File: src/rtl/osp_pkg.sv
`timescale 1ns / 1ps
// ----------------------------------------------------------------------------
// osp_pkg: shared types and constants
// Fixed-point constants, command codes and the arctangent table of the
// subsatellite point propagator.
// ----------------------------------------------------------------------------
package osp_pkg;

  localparam int CORDIC_STEPS = 24;
  localparam int ITER_W       = 5;   // holds CORDIC_STEPS-1
  localparam int VW           = 34;  // CORDIC x/y/z width
  localparam int MUL_W        = 2 * VW;
  localparam int DIV_W        = 77;  // dividend / quotient width
  localparam int DSOR_W       = 31;  // divisor width
  localparam int REM_W        = DSOR_W + 1;
  localparam int SQ_W         = 64;
  localparam int CNT_W        = 7;   // holds DIV_W-1

  localparam logic [61:0] ROOT_MU_TURN = 62'd3493726033800000000;
  localparam logic [24:0] EARTH_RADIUS = 25'd6371000;
  localparam logic [31:0] EARTH_RATE   = 32'd3266731837;
  localparam logic [30:0] INV_GAIN     = 31'd652032874;

  // register indexes
  localparam logic [1:0] REG_HEIGHT = 2'd0;
  localparam logic [1:0] REG_INCL   = 2'd1;
  localparam logic [1:0] REG_NODE   = 2'd2;
  localparam logic [1:0] REG_START  = 2'd3;

  // datapath command codes
  typedef logic [3:0] op_t;
  localparam op_t OP_NOP      = 4'd0;
  localparam op_t OP_LOAD     = 4'd1;
  localparam op_t OP_DIVSTEP  = 4'd2;
  localparam op_t OP_DIV2     = 4'd3;
  localparam op_t OP_MUL_N    = 4'd4;
  localparam op_t OP_MUL_E    = 4'd5;
  localparam op_t OP_EARTH    = 4'd6;
  localparam op_t OP_ROT_M    = 4'd7;
  localparam op_t OP_STEP     = 4'd8;
  localparam op_t OP_MUL_S    = 4'd9;
  localparam op_t OP_ROT_I    = 4'd10;
  localparam op_t OP_VEC1     = 4'd11;
  localparam op_t OP_MUL_M    = 4'd12;
  localparam op_t OP_VEC2     = 4'd13;
  localparam op_t OP_EMIT     = 4'd14;

  typedef struct packed {
    op_t               op;
    logic [ITER_W-1:0] iter;
  } osp_cmd_t;

  typedef struct packed {
    logic out_free;
  } osp_status_t;

  typedef struct packed {
    logic        wr;
    logic [1:0]  index;
    logic [31:0] data;
  } osp_cfg_t;

  // atan(2^-i) in turns, 2^32 per turn
  function automatic logic [31:0] atan_turn(input logic [ITER_W-1:0] i);
    logic [31:0] r;
    case (i)
      5'd0:    r = 32'd536870912;
      5'd1:    r = 32'd316933406;
      5'd2:    r = 32'd167458907;
      5'd3:    r = 32'd85004756;
      5'd4:    r = 32'd42667331;
      5'd5:    r = 32'd21354465;
      5'd6:    r = 32'd10679838;
      5'd7:    r = 32'd5340245;
      5'd8:    r = 32'd2670163;
      5'd9:    r = 32'd1335087;
      5'd10:   r = 32'd667544;
      5'd11:   r = 32'd333772;
      5'd12:   r = 32'd166886;
      5'd13:   r = 32'd83443;
      5'd14:   r = 32'd41722;
      5'd15:   r = 32'd20861;
      5'd16:   r = 32'd10430;
      5'd17:   r = 32'd5215;
      5'd18:   r = 32'd2608;
      5'd19:   r = 32'd1304;
      5'd20:   r = 32'd652;
      5'd21:   r = 32'd326;
      5'd22:   r = 32'd163;
      5'd23:   r = 32'd81;
      default: r = 32'd0;
    endcase
    return r;
  endfunction

endpackage

File: src/rtl/osp_ctrl.sv
`timescale 1ns / 1ps
// ----------------------------------------------------------------------------
// osp_ctrl: sequencer
// Steps the datapath through root, divisions, angle updates and four
// CORDIC passes for each accepted word.
// ----------------------------------------------------------------------------
module osp_ctrl (
  input  logic                 clk,
  input  logic                 rst,
  input  logic                 in_valid,
  output logic                 in_ready,
  input  osp_pkg::osp_status_t status,
  output osp_pkg::osp_cmd_t    cmd
);
  import osp_pkg::*;

  localparam logic [3:0] S_IDLE  = 4'd0;
  localparam logic [3:0] S_DIV1  = 4'd1;
  localparam logic [3:0] S_DIV2L = 4'd2;
  localparam logic [3:0] S_DIV2  = 4'd3;
  localparam logic [3:0] S_MULN  = 4'd4;
  localparam logic [3:0] S_MULE  = 4'd5;
  localparam logic [3:0] S_EARTH = 4'd6;
  localparam logic [3:0] S_ROTM  = 4'd7;
  localparam logic [3:0] S_CORD  = 4'd8;
  localparam logic [3:0] S_MULS  = 4'd9;
  localparam logic [3:0] S_ROTI  = 4'd10;
  localparam logic [3:0] S_VEC1  = 4'd11;
  localparam logic [3:0] S_MULM  = 4'd12;
  localparam logic [3:0] S_VEC2  = 4'd13;
  localparam logic [3:0] S_EMIT  = 4'd14;

  localparam logic [CNT_W-1:0] DIV_LAST  = CNT_W'(DIV_W - 1);
  localparam logic [CNT_W-1:0] CORD_LAST = CNT_W'(CORDIC_STEPS - 1);

  logic [3:0]       state, state_next;
  logic [CNT_W-1:0] cnt, cnt_next;
  logic [1:0]       leg, leg_next;

  assign in_ready = (state == S_IDLE);

  always_comb begin
    state_next = state;
    cnt_next   = cnt;
    leg_next   = leg;
    cmd.op     = OP_NOP;
    cmd.iter   = cnt[ITER_W-1:0];
    case (state)
      S_IDLE: begin
        if (in_valid) begin
          cmd.op     = OP_LOAD;
          cnt_next   = '0;
          leg_next   = '0;
          state_next = S_DIV1;
        end
      end
      S_DIV1, S_DIV2: begin
        cmd.op   = OP_DIVSTEP;
        cnt_next = cnt + 1'b1;
        if (cnt == DIV_LAST) begin
          cnt_next   = '0;
          state_next = (state == S_DIV1) ? S_DIV2L : S_MULN;
        end
      end
      S_DIV2L: begin
        cmd.op     = OP_DIV2;
        state_next = S_DIV2;
      end
      S_MULN: begin
        cmd.op     = OP_MUL_N;
        state_next = S_MULE;
      end
      S_MULE: begin
        cmd.op     = OP_MUL_E;
        state_next = S_EARTH;
      end
      S_EARTH: begin
        cmd.op     = OP_EARTH;
        state_next = S_ROTM;
      end
      S_ROTM: begin
        cmd.op     = OP_ROT_M;
        state_next = S_CORD;
      end
      S_CORD: begin
        cmd.op   = OP_STEP;
        cnt_next = cnt + 1'b1;
        if (cnt == CORD_LAST) begin
          cnt_next = '0;
          leg_next = leg + 1'b1;
          case (leg)
            2'd0:    state_next = S_MULS;
            2'd1:    state_next = S_VEC1;
            2'd2:    state_next = S_MULM;
            default: state_next = S_EMIT;
          endcase
        end
      end
      S_MULS: begin
        cmd.op     = OP_MUL_S;
        state_next = S_ROTI;
      end
      S_ROTI: begin
        cmd.op     = OP_ROT_I;
        state_next = S_CORD;
      end
      S_VEC1: begin
        cmd.op     = OP_VEC1;
        state_next = S_CORD;
      end
      S_MULM: begin
        cmd.op     = OP_MUL_M;
        state_next = S_VEC2;
      end
      S_VEC2: begin
        cmd.op     = OP_VEC2;
        state_next = S_CORD;
      end
      S_EMIT: begin
        if (status.out_free) begin
          cmd.op     = OP_EMIT;
          state_next = S_IDLE;
        end
      end
      default: state_next = S_IDLE;
    endcase
  end

  always_ff @(posedge clk) begin
    if (rst) begin
      state <= S_IDLE;
      cnt   <= '0;
      leg   <= '0;
    end else begin
      state <= state_next;
      cnt   <= cnt_next;
      leg   <= leg_next;
    end
  end

endmodule

File: config.mk
export PLATFORM = sky130hd
export DESIGN_NAME = osp_ctrl
export DESIGN_NICKNAME = d
export VERILOG_FILES = /design/src/rtl/osp_pkg.sv /design/src/rtl/osp_ctrl.sv
export SDC_FILE = /design/constraint.sdc
export NUM_CORES = 1
export LEC_CHECK = 0
export ABC_AREA = 1
export BUFFER_PORTS_ARGS = -buffer_cell sky130_fd_sc_hd__buf_2
export CAP_MARGIN = 20
export CORE_MARGIN = 5
export CORE_UTILIZATION = 30
export CTS_CLUSTER_DIAMETER = 200
export DETAILED_ROUTE_END_ITERATION = 8
export HOLD_SLACK_MARGIN = 0.05
export PLACE_DENSITY = 0.47
export SYNTH_ARGS = -nofsm -noshare
export SYNTH_HDL_FRONTEND = slang
export SYNTH_SLANG_ARGS = --single-unit
File: constraint.sdc
create_clock -name clk -period 4.3 [get_ports clk]
set_input_delay 0.43 -clock clk [delete_from_list [all_inputs] [get_ports clk]]
set_output_delay 0.43 -clock clk [all_outputs]
set_load 0.05 [all_outputs]
# Word-level counts from Yosys, hierarchy flattened
# Cells that the tools add are included.
[word_totals] in_bits=4 out_inout_bits=10 register_bits=13 elab_cells=53
[classes] addsub=2 eq_ne=22 reduce_logical=9 muxes=17
[op_table] cell="$pmux W4 S14" count=1
[op_table] cell="$pmux W4 S11" count=1
[op_table] cell="$eq A4 B4 Y1 const B" count=7
[op_table] cell="$mux W7" count=3
[op_table] cell="$pmux W7 S3" count=1
[op_table] cell="$mux W4" count=5
[op_table] cell="$eq A4 B3 Y1 const B" count=4
[op_table] cell="$pmux W3 S3" count=1
[op_table] cell="$eq A4 B2 Y1 const B" count=2
[op_table] cell="$ne A2 B2 Y1 const B" count=4
[op_table] cell="$add A7 B1 Y7 const B" count=1
[op_table] cell="$eq A7 B5 Y1 const B" count=1
[op_table] cell="$eq A7 B7 Y1 const B" count=1
[op_table] cell="$eq A4 B1 Y1 const B" count=1
[op_table] cell="$logic_not A4 Y1" count=1
[op_table] cell="$mux W2" count=2
[op_table] cell="$pmux W2 S2" count=1
[op_table] cell="$reduce_and A4 Y1" count=1
[op_table] cell="$reduce_or A4 Y1" count=1
[op_table] cell="$mux W3" count=1
[op_table] cell="$reduce_and A3 Y1" count=1
[op_table] cell="$reduce_bool A3 Y1" count=1
[op_table] cell="$add A2 B1 Y2 const B" count=1
[op_table] cell="$eq A2 B1 Y1 const B" count=1
[op_table] cell="other kinds (6)" count=6

# Depth between registers and ports, before layout
# Gate-level depths: netlist of run 1.
[logic_depth] word_depth=4 ltp_mapped=11 depth_no_buf=11

# Worst setup path after synthesis of run 1
# Ideal clock, no wire load.
[synth_timing] path_kind="register to output" start="register state[2]" end="output port cmd[7] (netlist name)" stages_incl_launch_ff=3 arrival_time_ps=1627 path_slack_ps=2243 n_path_buf=0 required_time_ps=3870 cell_sequence="dfxtp_1 inv_2 o21ai_0"
[synth_lines] element="start, declared" line_no="osp_ctrl.sv:36" source="logic [3:0] state, state_next;"
[synth_lines] element="start signal, assigned" line_no="osp_ctrl.sv:135" source="state <= state_next;"
[synth_lines] element="end, declared" line_no="osp_ctrl.sv:13" source="output osp_pkg::osp_cmd_t cmd"

==> qor.yml, run 1 <==
outcome: "finished clean"
setup-tns-final_ps: 0
r2r-start: "cnt[0]$_SDFFE_PP0P_"
clkPwrFrac_pct: 16.1
leakagePower_uw: 0.0006410
end_kind: "output port"
ir_drop_v: 0.0002509
r2r_slack_ps: 2650
drv_cap: 0
vias: 1164
cp_data_arrival_time_ps: 1720
diodes: 0
post-cts-setup-buffer-count: 0
initial_core_util_pct: 31.28
startpoint: "state[1]$_SDFFE_PP0P_"
synth_fp_nets: 197
postRouteAntennaNets: 0
cts_tree: "done"
final_cell_mix: "nand2_1, inv_1, nor2_1"
drive_gt1_share_pct: 23.86
design.core.area_um2: 3689
crit_type: "register to output port"
grt_use_met3_pct: 3.601
reg2reg_depth: 9
hold_ws_ps: 485.7
drtIter0Drc: 75
syn_inst: 187
cellPowerDensity_nw_per_um2: 549.5
cts_buffers: 3
numClockSinks: 13
internal_power_uw: 321.2
antenna_found_initial: 0
crit_buf_inv: 3
met1_usage_pct: 15.71
seqCellArea_um2: 260.3
synth_seq_area_share_pct: 22.56
fin_crit_sh_pct: 50.02
grt_setup_unrepaired: "no"
pwr-share-seq_pct: 25.1
nNetsFinal: 208
tightest_slew_ps: 353.6
grt_pass1_wl_mm: 4.871
worstHoldPathCells: 2
crit_top_cell: "o21ai_0"
io_pins: 14
fin_cells: 245
grt_overflow_total: 0
die_x_um: 72.01
clk_pin_slew_worst_paths_ps: 60
min_to: "state[1]$_SDFFE_PP0P_"
place_inst: 241
fmax_mhz: 464.9
root_buffer: "clkbuf_8"
htree_levels: 1
grt-busiest-layer: "met2"
clk_latency_ps: 250
ys_warn_count: 0
hold_buffers: 0
synth_seq_cells: 13
use_met2_pct: 18.78
numPortBuffers: 13
switching_share_pct: 54.16
fillCellCount: 435
hold_viol: 0
multi_input_area_um2: 720.7
switchingPower_uw: 379.5
relSlewSlack_pct: 76.39
grt_max_degree: 10
pwr-share-comb_pct: 58.9
critPathMaxStageDelay_ps: 500
cts-resized-gates: 0
num_rows: 22
place_congestion: 0.9055
reg2reg_to: "state[1]$_SDFFE_PP0P_"
die_area_um2: 5185
wire_per_inst_um: 11.36
cp-start-kind: "register"
yosysUniqueCellTypes: 22
viasPerCell: 4.751
min_from: "rst"
drt_pass1_iterations: 4
min_period_ps: 2151
dp_hpwl_mm: 2.219
maxSlewViolCount: 0
synth_area_per_cell_um2: 6.169
worstPathRequired_ps: 3870
crit_slowest_cell: "dfxtp_1"
critPathMaxFanout: 7
clockBufferDepth: 2
final_common_cell: "nand2_1"
min_path_type: "input pin to register"
drc: 0
setup_viol: 0
fin_worst_skew_ps: 1.015
grt.total_usage_pct: 11.88
syn-cell-area_um2: 1154
finalWirelength_mm: 2.783
worstPathCellList: "inv_2, nor2_2, nand3_1, o21ai_0, inv_1, o21ai_0, buf_2"
die_h_um: 72.01
cpLargestDelayFamily: "flip-flops"
syn2layout_area_growth_pct: 10.52
grt_pass1_vias: 1066
==> logic make-up after synthesis <==
logic type                 share of synthesized area, %
and+or+nand+nor                                   40.24
buffers and inverters                             14.97
adders and majority gates                         6.507
DFF                                               22.56
AOI/OAI and AO/OA                                 15.73
==> stage by stage <==
step | util, % | setup WS, ps | cell area [um^2] | total power (uW)
2_1_floorplan | - | 2243 | 1154 | 508.2
5_1_grt | 34.57 | 2006 | 1275 | 763.6
3_3_place_gp | 33.34 | 2472 | 1230 | 589.2
6_report | 34.57 | 2149 | 1275 | 700.6
3_5_place_dp | 33.34 | 2434 | 1230 | 591.9
4_1_cts | 34.57 | 2150 | 1275 | 709.5
==> cell type report <==
class                           instances  area share (%)
Clock buffer                            4           3.533
Inverter                               33           9.715
Multi-Input combinational cell        134           56.53
Sequential cell                        13           20.41
Tap cell                               48           4.711
Timing Repair Buffer                   13           5.103
==> synth_stat cells (all sizes together) <==
library cell  instances  share of area, %
a21oi                11               5.4
buf                   7               4.2
dfxtp                13                23
ha                    6               6.5
inv                  33                11
nand2                51                20
nand3                16               7.8
nand4                 1              0.54
nor2                 27                11
o211ai                1              0.65
o21ai                20               9.0
o21bai                1              0.65
==> power by group through the flow <==
stage / clock, uW / sequential (uW) / combinational, uW
after global routing: 123 / 182 / 459
after global placement: 0 / 177 / 413
after CTS: 119 / 176 / 415
after floorplan: 0 / 171 / 337
after detailed placement: 0 / 178 / 414
final: 112 / 176 / 413
==> sequential cells by signal, summed over array words and instances, names as in the netlist <==
name and count:
cnt 7, leg 2, state 4
==> worst register-to-register path, cell delays in order, from the launching register on <==
cell and delay (ps):
dfxtp_1 400, ha_1 190, nand2_1 70, inv_1 120, nand3_1 210, nand2_4 140
nand2_4 80, nor2_2 170, nand2_1 100, a21oi_2 110
==> worst max-delay path by stage <==
stage | slack (ps) | to | cells past startpoint
2_1_floorplan | 2240 | cmd[7] | 2
3_3_place_gp | 2470 | cmd[7] | 7
3_5_place_dp | 2430 | cmd[7] | 7
4_1_cts | 2150 | cmd[7] | 7
5_1_grt | 2010 | cmd[7] | 7
6_report | 2150 | cmd[7] | 7
==> per-layer routing <==
metal | wire (um) | vias to the layer above | share of wire (%)
met1 | 1308 | 527 | 47
met3 | 169 | 4 | 6.1
li1 | - | 598 | -
met2 | 1285 | 35 | 46
met5 | 0 | - | 0
met4 | 21 | 0 | 0.75
Note: power is estimated with default switching activity, not from simulation.
==> inputs of run 2 (changes only) <==
==> constraint.sdc (replaced) <==
create_clock -name clk -period 2.05 [get_ports clk]
set_input_delay 0.205 -clock clk [delete_from_list [all_inputs] [get_ports clk]]
set_output_delay 0.205 -clock clk [all_outputs]
set_load 0.05 [all_outputs]
==> qor.yml, run 2 (synthesized netlist as in run 1, its figures left out) <==
r2r_slack_ps: 510
die_h_um: 72.01
cp-start-kind: "register"
num_rows: 22
critPathMaxFanout: 8
top_register: "cnt"
cellPowerDensity_nw_per_um2: 1138
crit_end: "cmd[7]"
reg2reg_depth: 9
io_pins: 14
setup-tns-final_ps: 0
min_path_type: "input pin to register"
die_area_um2: 5185
die_x_um: 72.01
drive_gt1_share_pct: 24.37
r2r-start: "cnt[0]$_SDFFE_PP0P_"
leakagePower_uw: 0.0006414
tightest_slew_ps: 377.3
initial_core_util_pct: 31.28
largest_registers: "cnt x7, state x4, leg x2"
viasPerCell: 4.543
diodes: 0
numClockSinks: 13
grt_pass1_vias: 1074
cp_data_arrival_time_ps: 1690
maxSlewViolCount: 0
relSlewSlack_pct: 74.81
final_cell_mix: "nand2_1, inv_1, nor2_1"
startpoint: "state[3]$_SDFFE_PP0P_"
place_congestion: 0.8722
numPortBuffers: 13
fin_crit_sh_pct: 92.59
power.total_uw: 1453
nNetsFinal: 208
dp_hpwl_mm: 2.160
post-place-ws_ps: 393.6
setup_ws_ps: 151.9
min_period_ps: 1898
final_common_cell: "nand2_1"
outcome: "finished clean"
drv_cap: 0
grt_pass1_wl_mm: 4.761
clk_pin_slew_worst_paths_ps: 60
syn2layout_area_growth_pct: 10.63
crit_type: "register to output port"
postRouteAntennaNets: 0
fmax_mhz: 526.8
drt_pass1_iterations: 4
htree_levels: 1
finalWirelength_mm: 2.678
post-cts-setup-buffer-count: 0
grt.total_usage_pct: 11.39
root_buffer: "clkbuf_8"
reg2reg_to: "state[1]$_SDFFE_PP0P_"
wire_per_inst_um: 10.93
drtIter0Drc: 88
cts_tree: "done"
hold_viol: 0
grt_overflow_total: 0
design.core.area_um2: 3689
antenna_found_initial: 0
grt_setup_unrepaired: "no"
drc: 0
grt_max_degree: 10
fin_worst_skew_ps: 1.135
clk_latency_ps: 240
cts_buffers: 3
worstPathRequired_ps: 1850
vias: 1113
ir_drop_v: 0.0004951
clockBufferDepth: 2
end_kind: "output port"
fillCellCount: 413
setup_viol: 0
largest_reg_flops: 7
==> run 2: cell count changes in the layout (fill, tap and decap cells not counted) <==
cell     before  now
dfxtp_1      13   12
dfxtp_2       0    1
==> run 2: worst min-delay path by stage <==
stage,startpoint,end,slack [ps],cells past startpoint
floorplan,status,state[2]$_SDFFE_PP0P_,410,3
detailed placement,rst,state[3]$_SDFFE_PP0P_,510,2
global placement,rst,state[3]$_SDFFE_PP0P_,510,2
finish,rst,state[1]$_SDFFE_PP0P_,250,2
global route,rst,state[1]$_SDFFE_PP0P_,250,2
CTS,rst,state[3]$_SDFFE_PP0P_,250,2
==> run 2: layout make-up <==
type                    count  area [um^2]  area share, %
well taps                  48        60.06          4.706
inverters                  33        123.9          9.706
flip-flops and latches     13        261.5          20.49
clock buffers               4        45.04          3.529
multi-input cells         134        720.7          56.47
repair buffers             13        65.06          5.098
==> run 2: what timing repair did <==
item,4_1_cts,5_1_grt
setup endpoints to repair,0,1
resized for setup,0,1
hold buffers,0,0
endpoints found under the hold margin,0,0
==> run 2: report_power, final <==
part | switching [uW] | leakage (uW) | internal, uW | total, uW
Sequential | 78.7 | 0.000106 | 299 | 378
Clock | 95.1 | 0.0000228 | 137 | 232
Combinational | 606 | 0.000513 | 236 | 842
==> run 2: worst max-delay path, stage by stage, from the launching register on <==
cell and delay (ps):
dfxtp_1 540, nand2_1 170, inv_2 110, nand3_1 100
o21ai_0 100, inv_1 70, o21ai_0 70, buf_2 280
==> run 2: metal layers <==
| metal | vias up | track usage, % | routed length [um] |
|---|---|---|---|
| met5 | - | 0 | 0 |
| met4 | 0 | 1.879 | 12 |
| met3 | 2 | 3.324 | 117 |
| met2 | 21 | 18.27 | 1194 |
| met1 | 487 | 15.38 | 1353 |
| li1 | 603 | - | - |
==> run 2: metrics by stage <==
step | hold WS (ps) | instance area (um^2) | cells | utilization [%]
global placement | 506.4 | 1230 | 241 | 33.34
floorplan | 410.5 | 1154 | 187 | -
detailed placement | 507.2 | 1230 | 241 | 33.34
global route | 250.0 | 1276 | 245 | 34.60
finish | 247.5 | 1276 | 245 | 34.60
CTS | 250.6 | 1275 | 245 | 34.57
